==> src/hdl/ovlp_pkg.sv <==
// ovlp_pkg: shared constants and helpers of the oui vendor line parser
// character codes, field widths and hex digit decode; no dependencies
package ovlp_pkg;

    localparam int NAME_CHARS_DEF = 27;
    localparam int BYTE_W         = 8;
    localparam int OUI_W          = 24;
    localparam int DIGITS_PER_OUI = 6;

    localparam logic [7:0] CH_TAB   = 8'h09;
    localparam logic [7:0] CH_LF    = 8'h0A;
    localparam logic [7:0] CH_CR    = 8'h0D;
    localparam logic [7:0] CH_SPACE = 8'h20;
    localparam logic [7:0] CH_COMMA = 8'h2C;
    localparam logic [7:0] CH_DASH  = 8'h2D;
    localparam logic [7:0] CH_COLON = 8'h3A;
    localparam logic [7:0] CH_SEMI  = 8'h3B;
    localparam logic [7:0] CH_0     = 8'h30;
    localparam logic [7:0] CH_9     = 8'h39;
    localparam logic [7:0] CH_LA    = 8'h61;
    localparam logic [7:0] CH_LF_HEX = 8'h66;
    localparam logic [7:0] CH_UA    = 8'h41;
    localparam logic [7:0] CH_UF    = 8'h46;

    function automatic logic is_hex(input logic [7:0] c);
        begin
            is_hex = (c >= CH_0 && c <= CH_9) || (c >= CH_LA && c <= CH_LF_HEX)
                  || (c >= CH_UA && c <= CH_UF);
        end
    endfunction

    function automatic logic [3:0] hex_value(input logic [7:0] c);
        logic [7:0] t;
        begin
            if (c >= CH_0 && c <= CH_9)
            begin
                t = c - CH_0;
            end
            else if (c >= CH_LA && c <= CH_LF_HEX)
            begin
                t = c - CH_LA + 8'd10;
            end
            else
            begin
                t = c - CH_UA + 8'd10;
            end
            hex_value = t[3:0];
        end
    endfunction

endpackage

==> src/hdl/ovlp_front.sv <==
// ovlp_front: line splitter and field parser of the oui vendor line parser
// writes name bytes into the bank buffer, pushes finished records; uses ovlp_pkg
module ovlp_front #(
    parameter int NAME_CHARS = ovlp_pkg::NAME_CHARS_DEF,
    parameter int CW = $clog2(NAME_CHARS + 1),
    parameter int AW = (NAME_CHARS > 1) ? $clog2(NAME_CHARS) : 1
) (
    input  logic                        clk,
    input  logic                        rst_n,
    input  logic                        s_tvalid,
    output logic                        s_tready,
    input  logic [7:0]                  s_tdata,
    input  logic                        s_tlast,
    input  logic                        q_full,
    output logic                        push,
    output logic [ovlp_pkg::OUI_W-1:0]  push_oui,
    output logic [CW-1:0]               push_len,
    output logic                        wr_en,
    output logic [AW:0]                 wr_addr,
    output logic [7:0]                  wr_data
);

    typedef enum logic [1:0] {PH_DIGITS, PH_SEP, PH_NAME, PH_IGNORE} phase_t;

    phase_t                       phase_reg, phase_next;
    logic [2:0]                   dcount_reg, dcount_next;
    logic [ovlp_pkg::OUI_W-1:0]   oui_reg, oui_next;
    logic [CW-1:0]                stored_reg, stored_next;
    logic [CW-1:0]                kept_reg, kept_next;
    logic                         bank_reg, bank_next;
    logic                         accept;
    logic                         take;
    logic                         closing;

    assign s_tready = !q_full;
    assign accept   = s_tvalid && s_tready;
    assign wr_data  = s_tdata;

    always_comb
    begin
        phase_next  = phase_reg;
        dcount_next = dcount_reg;
        oui_next    = oui_reg;
        stored_next = stored_reg;
        kept_next   = kept_reg;
        bank_next   = bank_reg;
        take        = 1'b0;
        wr_en       = 1'b0;
        wr_addr     = {bank_reg, stored_reg[AW-1:0]};
        push        = 1'b0;
        closing     = 1'b0;
        if (accept)
        begin
            if (s_tdata != ovlp_pkg::CH_LF)
            begin
                unique case (phase_reg)
                    PH_DIGITS:
                    begin
                        if (ovlp_pkg::is_hex(s_tdata))
                        begin
                            oui_next    = {oui_reg[ovlp_pkg::OUI_W-5:0],
                                           ovlp_pkg::hex_value(s_tdata)};
                            dcount_next = dcount_reg + 3'd1;
                            if (dcount_next == 3'(ovlp_pkg::DIGITS_PER_OUI))
                            begin
                                phase_next = PH_SEP;
                            end
                        end
                        else if (!(s_tdata == ovlp_pkg::CH_COLON
                                   || s_tdata == ovlp_pkg::CH_DASH
                                   || s_tdata == ovlp_pkg::CH_SPACE
                                   || s_tdata == ovlp_pkg::CH_TAB))
                        begin
                            phase_next = PH_IGNORE;
                        end
                    end
                    PH_SEP:
                    begin
                        if (s_tdata == ovlp_pkg::CH_CR)
                        begin
                            phase_next = PH_IGNORE;
                        end
                        else if (!(s_tdata == ovlp_pkg::CH_COMMA
                                   || s_tdata == ovlp_pkg::CH_TAB
                                   || s_tdata == ovlp_pkg::CH_SPACE
                                   || s_tdata == ovlp_pkg::CH_SEMI))
                        begin
                            phase_next = PH_NAME;
                            take       = 1'b1;
                        end
                    end
                    PH_NAME:
                    begin
                        if (s_tdata == ovlp_pkg::CH_TAB || s_tdata == ovlp_pkg::CH_COMMA
                            || s_tdata == ovlp_pkg::CH_CR)
                        begin
                            phase_next = PH_IGNORE;
                        end
                        else
                        begin
                            take = 1'b1;
                        end
                    end
                    PH_IGNORE:
                    begin
                    end
                endcase
            end
            if (take)
            begin
                // bytes past the buffer are dropped; a non-space one still marks all stored bytes as kept
                if (stored_reg < CW'(NAME_CHARS))
                begin
                    wr_en       = 1'b1;
                    stored_next = stored_reg + CW'(1);
                end
                if (s_tdata != ovlp_pkg::CH_SPACE)
                begin
                    kept_next = stored_next;
                end
            end
            closing = (s_tdata == ovlp_pkg::CH_LF) || s_tlast;
            if (closing)
            begin
                push = (dcount_next == 3'(ovlp_pkg::DIGITS_PER_OUI)) && (kept_next != '0);
                if (push)
                begin
                    bank_next = !bank_reg;
                end
            end
        end
    end

    assign push_oui = oui_next;
    assign push_len = kept_next;

    always_ff @(posedge clk or negedge rst_n)
    begin
        if (!rst_n)
        begin
            phase_reg  <= PH_DIGITS;
            dcount_reg <= '0;
            oui_reg    <= '0;
            stored_reg <= '0;
            kept_reg   <= '0;
            bank_reg   <= 1'b0;
        end
        else
        begin
            bank_reg <= bank_next;
            if (closing)
            begin
                phase_reg  <= PH_DIGITS;
                dcount_reg <= '0;
                oui_reg    <= '0;
                stored_reg <= '0;
                kept_reg   <= '0;
            end
            else
            begin
                phase_reg  <= phase_next;
                dcount_reg <= dcount_next;
                oui_reg    <= oui_next;
                stored_reg <= stored_next;
                kept_reg   <= kept_next;
            end
        end
    end

endmodule

==> src/hdl/ovlp_queue.sv <==
// ovlp_queue: two-entry record queue between parser and output sequencer
// one entry per name bank in use; uses ovlp_pkg
module ovlp_queue #(
    parameter int CW = 5
) (
    input  logic                        clk,
    input  logic                        rst_n,
    input  logic                        push,
    input  logic [ovlp_pkg::OUI_W-1:0]  push_oui,
    input  logic [CW-1:0]               push_len,
    input  logic                        pop,
    output logic                        full,
    output logic                        empty,
    output logic [ovlp_pkg::OUI_W-1:0]  head_oui,
    output logic [CW-1:0]               head_len
);

    logic [ovlp_pkg::OUI_W-1:0] oui_reg [2];
    logic [CW-1:0]              len_reg [2];
    logic                       wptr_reg;
    logic                       rptr_reg;
    logic [1:0]                 count_reg, count_next;

    assign full     = count_reg == 2'd2;
    assign empty    = count_reg == 2'd0;
    assign head_oui = oui_reg[rptr_reg];
    assign head_len = len_reg[rptr_reg];

    always_comb
    begin
        count_next = count_reg;
        if (push && !pop)
        begin
            count_next = count_reg + 2'd1;
        end
        else if (pop && !push)
        begin
            count_next = count_reg - 2'd1;
        end
    end

    always_ff @(posedge clk or negedge rst_n)
    begin
        if (!rst_n)
        begin
            wptr_reg  <= 1'b0;
            rptr_reg  <= 1'b0;
            count_reg <= '0;
        end
        else
        begin
            count_reg <= count_next;
            if (push)
            begin
                wptr_reg <= !wptr_reg;
            end
            if (pop)
            begin
                rptr_reg <= !rptr_reg;
            end
        end
    end

    always_ff @(posedge clk)
    begin
        if (push)
        begin
            oui_reg[wptr_reg] <= push_oui;
            len_reg[wptr_reg] <= push_len;
        end
    end

endmodule

==> src/hdl/ovlp_back.sv <==
// ovlp_back: name buffer and output sequencer of the oui vendor line parser
// two name banks in one memory, plays each queued record out a word per cycle while m_tready is high
module ovlp_back #(
    parameter int NAME_CHARS = ovlp_pkg::NAME_CHARS_DEF,
    parameter int CW = $clog2(NAME_CHARS + 1),
    parameter int AW = (NAME_CHARS > 1) ? $clog2(NAME_CHARS) : 1,
    parameter int OUT_W = 40
) (
    input  logic                        clk,
    input  logic                        rst_n,
    input  logic                        wr_en,
    input  logic [AW:0]                 wr_addr,
    input  logic [7:0]                  wr_data,
    input  logic                        q_empty,
    input  logic [ovlp_pkg::OUI_W-1:0]  head_oui,
    input  logic [CW-1:0]               head_len,
    output logic                        pop,
    output logic                        m_tvalid,
    input  logic                        m_tready,
    output logic [OUT_W-1:0]            m_tdata,
    output logic                        m_tlast
);

    typedef enum logic {B_IDLE, B_SHOW} bstate_t;

    logic [7:0]    mem [2**(AW+1)];
    logic [7:0]    rd_data_reg;
    bstate_t       state_reg;
    logic [CW-1:0] pos_reg;
    logic [CW-1:0] pos_inc;
    logic          bank_reg;
    logic          rd_en;
    logic [AW:0]   rd_addr;
    logic          done;

    assign pos_inc  = pos_reg + CW'(1);
    assign done     = pos_inc == head_len;
    assign m_tvalid = state_reg == B_SHOW;
    assign m_tlast  = done;
    assign m_tdata  = OUT_W'({pos_reg, rd_data_reg, head_oui});
    assign pop      = m_tvalid && m_tready && done;

    always_comb
    begin
        rd_en   = 1'b0;
        rd_addr = {bank_reg, {AW{1'b0}}};
        unique case (state_reg)
            B_IDLE:
            begin
                rd_en = !q_empty;
            end
            B_SHOW:
            begin
                rd_en   = m_tready && !done;
                rd_addr = {bank_reg, pos_inc[AW-1:0]};
            end
        endcase
    end

    always_ff @(posedge clk)
    begin
        if (wr_en)
        begin
            mem[wr_addr] <= wr_data;
        end
        if (rd_en)
        begin
            rd_data_reg <= mem[rd_addr];
        end
    end

    always_ff @(posedge clk or negedge rst_n)
    begin
        if (!rst_n)
        begin
            state_reg <= B_IDLE;
            pos_reg   <= '0;
            bank_reg  <= 1'b0;
        end
        else
        begin
            unique case (state_reg)
                B_IDLE:
                begin
                    if (!q_empty)
                    begin
                        state_reg <= B_SHOW;
                        pos_reg   <= '0;
                    end
                end
                B_SHOW:
                begin
                    if (m_tready)
                    begin
                        if (done)
                        begin
                            state_reg <= B_IDLE;
                            bank_reg  <= !bank_reg;
                        end
                        else
                        begin
                            pos_reg <= pos_inc;
                        end
                    end
                end
            endcase
        end
    end

endmodule

==> src/hdl/oui_vendor_line_parser_unit.sv <==
// oui_vendor_line_parser_unit: top level of the oui vendor line parser
// instantiates ovlp_front, ovlp_queue and ovlp_back; uses ovlp_pkg
//
// takes a vendor list text one byte word per cycle on the slave side and
// emits, for each line holding a valid six-digit oui and a non-empty name,
// one master word per name byte carrying the oui, the byte and its position,
// with tlast on the final byte. the parser accepts a byte every cycle while
// one of the two name banks is free; it holds tready low only while both
// banks hold records not yet sent out. the output sequencer first reads the
// first byte of a record from the memory in its idle state, then sends one
// name byte per cycle while tready is high. the name memory needs no clearing
// after reset.
module oui_vendor_line_parser_unit #(
    parameter int NAME_CHARS = ovlp_pkg::NAME_CHARS_DEF,
    localparam int CW = $clog2(NAME_CHARS + 1),
    localparam int OUT_W = ((ovlp_pkg::OUI_W + ovlp_pkg::BYTE_W + CW + 7) / 8) * 8
) (
    input  logic             clk,
    input  logic             rst_n,
    input  logic             s_tvalid,
    output logic             s_tready,
    input  logic [7:0]       s_tdata,   // text_byte
    input  logic             s_tlast,   // end_of_text
    output logic             m_tvalid,
    input  logic             m_tready,
    output logic [OUT_W-1:0] m_tdata,   // oui_value, name_char, char_pos, zero pad
    output logic             m_tlast    // name_done
);

    localparam int AW = (NAME_CHARS > 1) ? $clog2(NAME_CHARS) : 1;

    // record handoff from parser to queue
    logic                        push;
    logic [ovlp_pkg::OUI_W-1:0]  push_oui;
    logic [CW-1:0]               push_len;
    // name bank write port
    logic                        wr_en;
    logic [AW:0]                 wr_addr;
    logic [7:0]                  wr_data;
    // queue head seen by the sequencer
    logic                        q_full;
    logic                        q_empty;
    logic                        pop;
    logic [ovlp_pkg::OUI_W-1:0]  head_oui;
    logic [CW-1:0]               head_len;

    ovlp_front #(
        .NAME_CHARS (NAME_CHARS),
        .CW         (CW),
        .AW         (AW)
    ) u_front (
        .clk      (clk),
        .rst_n    (rst_n),
        .s_tvalid (s_tvalid),
        .s_tready (s_tready),
        .s_tdata  (s_tdata),
        .s_tlast  (s_tlast),
        .q_full   (q_full),
        .push     (push),
        .push_oui (push_oui),
        .push_len (push_len),
        .wr_en    (wr_en),
        .wr_addr  (wr_addr),
        .wr_data  (wr_data)
    );

    ovlp_queue #(
        .CW (CW)
    ) u_queue (
        .clk      (clk),
        .rst_n    (rst_n),
        .push     (push),
        .push_oui (push_oui),
        .push_len (push_len),
        .pop      (pop),
        .full     (q_full),
        .empty    (q_empty),
        .head_oui (head_oui),
        .head_len (head_len)
    );

    ovlp_back #(
        .NAME_CHARS (NAME_CHARS),
        .CW         (CW),
        .AW         (AW),
        .OUT_W      (OUT_W)
    ) u_back (
        .clk      (clk),
        .rst_n    (rst_n),
        .wr_en    (wr_en),
        .wr_addr  (wr_addr),
        .wr_data  (wr_data),
        .q_empty  (q_empty),
        .head_oui (head_oui),
        .head_len (head_len),
        .pop      (pop),
        .m_tvalid (m_tvalid),
        .m_tready (m_tready),
        .m_tdata  (m_tdata),
        .m_tlast  (m_tlast)
    );

    // an output word always belongs to a queued record
    a_out_has_record: assert property (@(posedge clk) disable iff (!rst_n)
        m_tvalid |-> !q_empty)
        else $error("output word without a queued record");

    // position stays inside the record length
    a_pos_in_len: assert property (@(posedge clk) disable iff (!rst_n)
        m_tvalid |-> (m_tdata[ovlp_pkg::OUI_W+ovlp_pkg::BYTE_W +: CW] < head_len))
        else $error("char position beyond record length");

    // pushed records are non-empty, fit the buffer and find room in the queue
    a_push_ok: assert property (@(posedge clk) disable iff (!rst_n)
        push |-> (push_len != '0) && (push_len <= CW'(NAME_CHARS)) && !q_full)
        else $error("bad record push");

    // finishing a record frees a bank, so the parser can take bytes again
    a_pop_frees: assert property (@(posedge clk) disable iff (!rst_n)
        (pop && !push) |=> s_tready)
        else $error("bank not released after record end");

endmodule
==> config.mk <==
export PLATFORM = sky130hd
export DESIGN_NAME = oui_vendor_line_parser_unit
export DESIGN_NICKNAME = d
export VERILOG_FILES = /design/src/hdl/ovlp_pkg.sv /design/src/hdl/ovlp_front.sv /design/src/hdl/ovlp_queue.sv /design/src/hdl/ovlp_back.sv /design/src/hdl/oui_vendor_line_parser_unit.sv
export SDC_FILE = /design/constraint.sdc
export NUM_CORES = 1
export LEC_CHECK = 0
export BUFFER_PORTS_ARGS = -buffer_cell sky130_fd_sc_hd__buf_2
export CAP_MARGIN = 20
export CORE_AREA = 2 2 235 237
export DETAILED_ROUTE_END_ITERATION = 10
export DIE_AREA = 0 0 237 239
export SLEW_MARGIN = 15
export SYNTH_ARGS = -nofsm -noshare
export SYNTH_HDL_FRONTEND = slang
export SYNTH_SLANG_ARGS = --single-unit
==> constraint.sdc <==
create_clock -name clk -period 3.9 [get_ports clk]
set_input_delay 0.585 -clock clk [delete_from_list [all_inputs] [get_ports clk]]
set_output_delay 0.585 -clock clk [all_outputs]
set_load 0.01 [all_outputs]
==> After elaboration in Yosys (flattened, before gate mapping) <==
Memories as Yosys holds them, arrays and structs flattened. A register that Yosys moved wholly into a read port is not among the register bits.
Index checks and enable logic that the tools add are counted.
{ "word_totals": {"register_bits": 51, "latch_bits": 0, "ram_bits": 570, "mem_bits_ro": 0, "inputBits": 13, "out_inout_bits": 43, "word_cells": 158, "memories": 3} }
{ "mem_list": {"columns": ["memory", "words", "word_bits", "rd", "rd_ports_with_merged_regs", "write_ports", "line", "source"], "rows": [
  ["u_back.mem", 64, 8, 1, 1, 1, "ovlp_back.sv:26", "logic [7:0] mem [2**(AW+1)];"],
  ["u_queue.oui_reg", 2, 24, 1, 0, 1, "ovlp_queue.sv:18", "logic [ovlp_pkg::OUI_W-1:0] oui_reg [2];"],
  ["u_queue.len_reg", 2, 5, 1, 0, 1, "ovlp_queue.sv:19", "logic [CW-1:0] len_reg [2];"]
]} }
{ "classes": {"add_sub_neg": 10, "multipliers": 0, "n_div": 0, "n_lt_le_gt_ge": 7, "eq_ne": 23, "shift": 0, "muxes": 60, "n_bitwise": 1, "n_reduce_logical": 42} }
{ "ops": {"columns": ["op", "n"], "rows": [
  ["24-bit 2-to-1 mux", 5],
  ["5-bit 2-to-1 mux", 13],
  ["8-bit by 6-bit == test with 1-bit output (second input constant)", 5],
  ["8-bit by 4-bit == test with 1-bit output (second input constant)", 3],
  ["2-bit 2-to-1 mux", 11],
  ["1-bit 2-to-1 mux", 18],
  ["3-bit 2-to-1 mux", 6],
  ["8-bit by 7-bit greater-or-equal comparator with 1-bit output (second input constant)", 2],
  ["8-bit by 7-bit less-or-equal comparator with 1-bit output (second input constant)", 2],
  ["4-bit by 1-bit subtractor with 4-bit output (second input constant)", 3],
  ["5-bit by 1-bit adder with 5-bit output (second input constant)", 2],
  ["1-bit logical AND", 10],
  ["1-bit logical OR", 10],
  ["5-bit case mux with 2 select lines", 1],
  ["1-bit zero test", 9],
  ["3-bit AND reduction", 3],
  ["4-bit adder (second input constant)", 2],
  ["8-bit by 6-bit greater-or-equal comparator with 1-bit output (second input constant)", 1],
  ["8-bit by 6-bit less-or-equal comparator with 1-bit output (second input constant)", 1],
  ["4-bit 2-to-1 mux", 2],
  ["4-bit by 2-bit inequality test with 1-bit output (second input constant)", 2],
  ["8-bit by 4-bit inequality test with 1-bit output (second input constant)", 1],
  ["8-bit by 6-bit inequality test with 1-bit output (second input constant)", 1],
  ["2-bit nonzero test", 4],
  ["19 further kinds", 26]
]} }

==> Longest topological paths before layout <==
{ "logic_depth": {"word_depth": 19, "mapped_depth": 13, "depth_no_buf": 13} }

==> By module <==
A second synthesis with hierarchy kept.
{ "hier_totals": {"hier_cells": 1710, "area_unflattened_um2": 26755.7} }
{ "by_module_without_submodules": {"columns": ["module", "n_inst", "cells_per_inst", "area_each_um2", "seq_area_each_um2"], "rows": [
  ["ovlp_back", 1, 1319, 21425.5, 15790.1],
  ["ovlp_front", 1, 285, 2932.8, 1001.0],
  ["ovlp_queue", 1, 106, 2397.3, 1841.8]
]} }

==> Worst setup path after synthesis <==
No wires, ideal clock.
{ "synth_path": {"kind": "input-to-reg", "start": "input s_tdata[1]", "end": "memory u_queue.len_reg[0][0], enable pin", "setup_ps": 415, "arrival_ps": 3495, "required_time_ps": 3485, "setup_slack_ps": -10, "path_stages": 9, "path_buffers": 0, "path_cell_list": "inv_1 > ha_1 > or3b_1 > a211oi_1 > nor3_2 > o211ai_2 > mux2i_1 > o211ai_2 > nor2_1"} }
{ "synth_via": {"elab_chain_len": 17, "word_cells_on_any_way": 44, "classes_between": "order compare: 6; eq/ne: 9; mux: 17; reduce/logical: 12"} }
{ "synth_rtl": {"columns": ["item", "line", "source"], "rows": [
  ["start: declaration", "oui_vendor_line_parser_unit.sv:22", "input logic [7:0] s_tdata,"],
  ["8-bit by 6-bit == test with 1-bit output / 8-bit by 4-bit == test with 1-bit output (equally long branches)", "ovlp_front.sv:83, ovlp_front.sv:94, ovlp_front.sv:84", null],
  ["1-bit logical OR", "ovlp_front.sv:84, ovlp_front.sv:94", null],
  ["1-bit logical OR", "ovlp_front.sv:85", "|| s_tdata == ovlp_pkg::CH_SPACE"],
  ["1-bit logical OR", "ovlp_front.sv:86", "|| s_tdata == ovlp_pkg::CH_SEMI))"],
  ["1-bit 2-to-1 mux", "ovlp_front.sv:83", "else if (!(s_tdata == ovlp_pkg::CH_COMMA"],
  ["1-bit 2-to-1 mux", "ovlp_front.sv:79", "if (s_tdata == ovlp_pkg::CH_CR)"],
  ["1-bit case mux with 2 select lines", "ovlp_front.sv:56", "unique case (phase_reg)"],
  ["1-bit 2-to-1 mux", "ovlp_front.sv:54", "if (s_tdata != ovlp_pkg::CH_LF)"],
  ["1-bit 2-to-1 mux", "ovlp_front.sv:52", "if (accept)"],
  ["5-bit 2-to-1 mux", "ovlp_front.sv:109", "if (take)"],
  ["5-bit 2-to-1 mux", "ovlp_front.sv:52", null],
  ["5-bit nonzero test", "ovlp_front.sv:125", "push = (dcount_next == 3'(ovlp_pkg::DIGITS_PER_OUI)) && (kept_next != '0);"],
  ["1-bit logical AND", "ovlp_front.sv:125", null],
  ["1-bit 2-to-1 mux *", "ovlp_front.sv:123", "if (closing)"],
  ["1-bit 2-to-1 mux *", "ovlp_front.sv:52", null],
  ["1-bit 2-to-1 mux *", "ovlp_queue.sv:66", "if (push)"],
  ["1-bit 2-to-1 mux (implied by the code) *", "ovlp_queue.sv:69", "len_reg[wptr_reg] <= push_len;"],
  ["end: declaration", "ovlp_queue.sv:19", null]
]} }
Every way passes the cells marked *; elsewhere a longest branch is shown, timed or not. The select of a mux whose other input is x is not followed.

==> Final worst setup path <==
{ "layout_path": {"start": "register u_back.pos_reg[0]", "end": "register u_back.rd_data_reg[3] (read register of u_back.mem), data pin"} }
{ "layout_via": {"elab_chain_len": 5, "word_cells_on_any_way": 6, "classes_between": "add/sub: 1; eq/ne: 1; mux: 2; reduce/logical: 2"} }
{ "layout_rtl": {"columns": ["item", "line", "source"], "rows": [
  ["start: declaration", "ovlp_back.sv:29", "logic [CW-1:0] pos_reg;"],
  ["start signal: assignment", "ovlp_back.sv:102", "pos_reg <= pos_inc;"],
  ["5-bit by 1-bit adder with 5-bit output *", "ovlp_back.sv:36", "assign pos_inc = pos_reg + CW'(1);"],
  ["5-bit == test", "ovlp_back.sv:37", "assign done = pos_inc == head_len;"],
  ["1-bit zero test", "ovlp_back.sv:54", "rd_en = m_tready && !done;"],
  ["1-bit logical AND", "ovlp_back.sv:54", null],
  ["1-bit case mux with 2 select lines", "ovlp_back.sv:47", "unique case (state_reg)"],
  ["end: declaration", "ovlp_back.sv:27", "logic [7:0] rd_data_reg;"]
]} }
Every way passes the cells marked *; elsewhere a longest branch is shown, timed or not.
A chain may end at the register's enable or synchronous reset.

==> tab_implementation.tex <==
\begin{tabular}{lr}
\hline
Metric & Value \\
\hline
\multicolumn{2}{l}{\textbf{Clock tree}} \\
\quad CTS Hold Buffers Added & 1 \\
\quad Clock tree from TritonCTS & built \\
\quad Maximum clock path buffer count & 3 \\
\quad Clock network latency to the later pin of the worst-skew pair & 600 ps \\
\quad Number of sinks on the clock net & roughly 630 \\
\quad Max H-tree Level & 3 \\
\quad Count of buffers added by post-CTS timing repair for setup & 0 \\
\quad Cts bufs inserted & 68 \\
\quad Cell at the root of the clock tree & clkbuf\_16 \\
\quad Clock-pin slew of the registers on the worst-case setup and hold paths & 60 ps \\
\quad Number of gates resized after cts & 0 \\
\multicolumn{2}{l}{\textbf{Yosys}} \\
\quad Synth area leaders & edfxtp\_1 (66\%), dfrtp\_1 (4.9\%), mux4\_2 (3.2\%), nand2\_1 (2.4\%), mux2i\_1 (2.1\%) \\
\quad Largest family of logic cells by synthesized area & simple AND/OR/NAND/NOR gates \\
\quad Synth Register Bits & 629 \\
\quad Mean Syn Cell Area & 15.3 sq um \\
\quad Main flop type after synthesis & edfxtp\_1 \\
\quad Compound-Gate Fraction of Synth Area & 8.19\% \\
\quad Share of synthesized flip-flops with an asynchronous set or reset & under 10\% \\
\quad Most area-hungry cell type in the Yosys netlist & edfxtp\_1 \\
\quad Synthesized-area fraction occupied by adder cells & 0.621\% \\
\quad Cell count after synthesis & 1715 \\
\quad Share of the synthesized netlist area taken by xor and xnor gates & 0.927\% \\
\quad Portion of netlist area occupied by mux cells & 8.21\% \\
\quad Summed instance area of the synthesized netlist & 26200 sq um \\
\quad Synth cell types & 85 \\
\quad Simple-gate share of the synthesized area & approximately 8\% \\
\quad Synthesis Warnings & 0 \\
\quad Sequential share of the synthesized area & 71.1\% \\
\quad Share of the synthesized area in the top cell type & 66.3\% \\
\quad Number of enable flip-flop cells after synthesis & 578 \\
\multicolumn{2}{l}{\textbf{Power and ir drop}} \\
\quad Total net switching power & 9.04 mW \\
\quad PD cells & 797 nW/um\^{}2 \\
\quad Switching part of the total & 37.8\% \\
\quad Highest ir drop seen on vdd & 783 uV \\
\quad Seq pwr share & 33.0\% \\
\quad Leakage & 10.5 nW \\
\quad Internal power & 14.8 mW \\
\quad Share of power burned in combinational logic & 40.7\% \\
\quad Sum of internal, switching and leakage power & 23.9 mW \\
\quad Clock share of power & roughly a quarter \\
\multicolumn{2}{l}{\textbf{Timing}} \\
\quad Post-layout worst setup margin & roughly 300 ps \\
\quad Worst clock skew & 11.7 ps \\
\quad Min cycle time layout & 3600 ps \\
\quad Setup violation total in the final timing report & 0 \\
\quad Max-slew violation count & 0 \\
\quad Headroom to the max-slew limit & 30.0\% \\
\quad Fin crit share & 92.2\% \\
\quad Unrepaired setup endpoints after global routing & no \\
\quad Total count of hold-check failures in the final report & 0 \\
\quad Final hold slack & 393 ps \\
\quad Total Negative Setup Slacks & 0 ps \\
\quad Fmax & 278 MHz \\
\quad Least-Margin Pin Slew & 1020 ps \\
\multicolumn{2}{l}{\textbf{Final layout}} \\
\quad Highest-count cells in the layout ignoring fill and taps & edfxtp\_1 (578), nand2\_1 (165), nor2\_1 (93) \\
\quad Core occupancy in the finished layout & 55.1\% \\
\quad Proportion of layout cells with a drive suffix above 1 & between 10\% and 20\% \\
\quad Max FFs per register & 512 \\
\quad Layout Area Growth over Synthesis & 14.4\% \\
\quad Post-route insts no fill & 2637 \\
\quad Nets & 1905 \\
\quad Post-route cell area & 30000 sq um \\
\quad Leading cell type in the layout, fill and taps excluded & edfxtp\_1 \\
\multicolumn{2}{l}{\textbf{Worst setup path}} \\
\quad Crit path top cell by count & buf\_4 \\
\quad Type of the setup path with the least slack & reg2reg \\
\quad Critical path's largest stage delay & 910 ps \\
\quad Worst setup SP type & register \\
\quad Critical Path Sink Type & register \\
\quad Arr. time, crit path & slightly above 4000 ps \\
\quad Register-to-register path setup slack & 300 ps \\
\quad WP buf/inv & 2 \\
\quad Critical Path Fanout Max & 22 \\
\quad Critical Path, Cell by Cell & ha\_2 > xnor2\_4 > buf\_4 > a311oi\_1 > a2111oi\_0 > buf\_4 > or4\_1 \\
\quad CP delay by family, top & compound AO/OA/AOI/OAI gates \\
\quad Data required time at the worst endpoint & 4360 ps \\
\quad Cell with the largest stage delay on the worst path & a2111oi\_0 \\
\multicolumn{2}{l}{\textbf{Routing}} \\
\quad Antenna-violating nets left & 0 \\
\quad Routed via count & 15600 \\
\quad Routed length per placed instance & roughly 25 um \\
\quad Number of detailed-routing iterations run before antenna repair & 5 \\
\quad Routed WL & roughly 67 mm \\
\quad 1st-iter DRT viols & 1744 \\
\quad Remaining DRCs & 0 \\
\quad Post-detailed-route via-to-cell ratio & about 6 \\
\multicolumn{2}{l}{\textbf{Global routing}} \\
\quad Remaining global-route overflow & 0 \\
\quad First-pass GRT wire length & 101 mm \\
\quad Maximum number of pins on one net before global-route repair & 71 \\
\quad GRT Resource Usage Total & between 20\% and 30\% \\
\quad Vias in the first global route & 15900 \\
\quad Number of antenna violations at the first check in global routing & 5 \\
\multicolumn{2}{l}{\textbf{Floorplanning}} \\
\quad Core Box Area & 54300 sq um \\
\quad Ports & 56 \\
\quad Area of the die & 56600 sq um \\
\quad Starting Density & 48.2\% \\
\quad Die H & between 200 and 250 um \\
\quad Row cnt & 86 \\
\quad Die extent in x & 237 um \\
\multicolumn{2}{l}{\textbf{Place}} \\
\quad Placed inst area & around 28000 sq um \\
\quad Count of input and output buffers & 52 \\
\quad Worst setup timing slack at the placement stage & between 50 and 60 ps \\
\quad Post-placement cell count & about 2500 \\
\quad Final HPWL from detailed placement & 41.8 mm \\
\quad Routability congestion estimate from global placement & a little over 0.9 \\
\multicolumn{2}{l}{\textbf{Status}} \\
\quad Outcome & complete, no violations \\
\multicolumn{2}{l}{\textbf{Worst hold path}} \\
\quad Type of the tightest min-delay check & in2reg \\
\multicolumn{2}{l}{\textbf{Job}} \\
\quad Max-cap violations & 0 \\
\hline
\end{tabular}
==> worst register-to-register path: stages (launching register included) <==
cell and delay (ps):
dfrtp_4 560, ha_2 300, xnor2_4 720, buf_4 470, a311oi_1 150, a2111oi_0 910
buf_4 250, or4_1 110
==> layer usage <==
layer / global-route usage [%] / share of wire (%)
met1: 34.2 / 43
met5: 0 / 0
met3: 4.38 / 7.5
met2: 38.3 / 46
met4: 8.21 / 3.2
==> cells in the mapped netlist, drive strengths merged, types with 4 or more instances <==
master   count
a2111oi      4
a211oi      18
a21oi       89
a221oi      14
a22oi       18
a311o        4
a311oi       9
a31oi       25
and2        13
and2b       15
and3         5
buf         82
clkbuf      35
dfrtp       51
edfxtp     578
ha          13
inv         16
mux2        62
mux2i       54
mux4        38
nand2      167
nand2b       4
nand3       55
nand4       11
nor2        98
nor2b       26
nor3        26
nor3b        6
o211ai       4
o21ai       39
o221ai      36
o22ai       16
o2bb2ai      6
o31ai        6
or3          4
or4          5
xnor2       20
xor2         6
==> logic make-up after synthesis <==
kind of cell	Yosys count
flops	629
simple gates	450
compound gates	309
mux	154
buf+inv	133
xor+xnor	26
fa+ha+maj	13
other cells	1
==> final timing paths <==
kind	cells after the start	startpoint	end
max reg2reg	7	u_back.pos_reg[0]	u_back.rd_data_reg[3]
min reg2reg	1	u_queue.wptr_reg	u_queue.wptr_reg
max	7	u_back.pos_reg[0]	u_back.rd_data_reg[3]
max in group asynchronous	3	rst_n	u_front.oui_reg[11]
min in group asynchronous	2	rst_n	u_front.oui_reg[9]
min	1	s_tdata[6]	u_back.mem[2][6]
==> power groups by stage <==
stage	Combinational (mW)	Clock (mW)	Sequential (mW)
floorplan	6.10	0	7.92
global route	10.4	6.62	7.91
CTS	9.70	6.38	7.89
finish	9.72	6.28	7.89
detailed placement	9.67	0	8.03
global placement	9.61	0	8.02
==> cell type report <==
type	count	area, sq um
well taps	704	881
clock inverters	28	260
fillers	4366	24400
multi-input cells	1035	7250
inverters	16	60.1
repair buffers	129	966
diodes	4	10.0
clock buffers	92	1910
flip-flops and latches	629	18600
No activity file was read; power rests on OpenSTA's default activity.
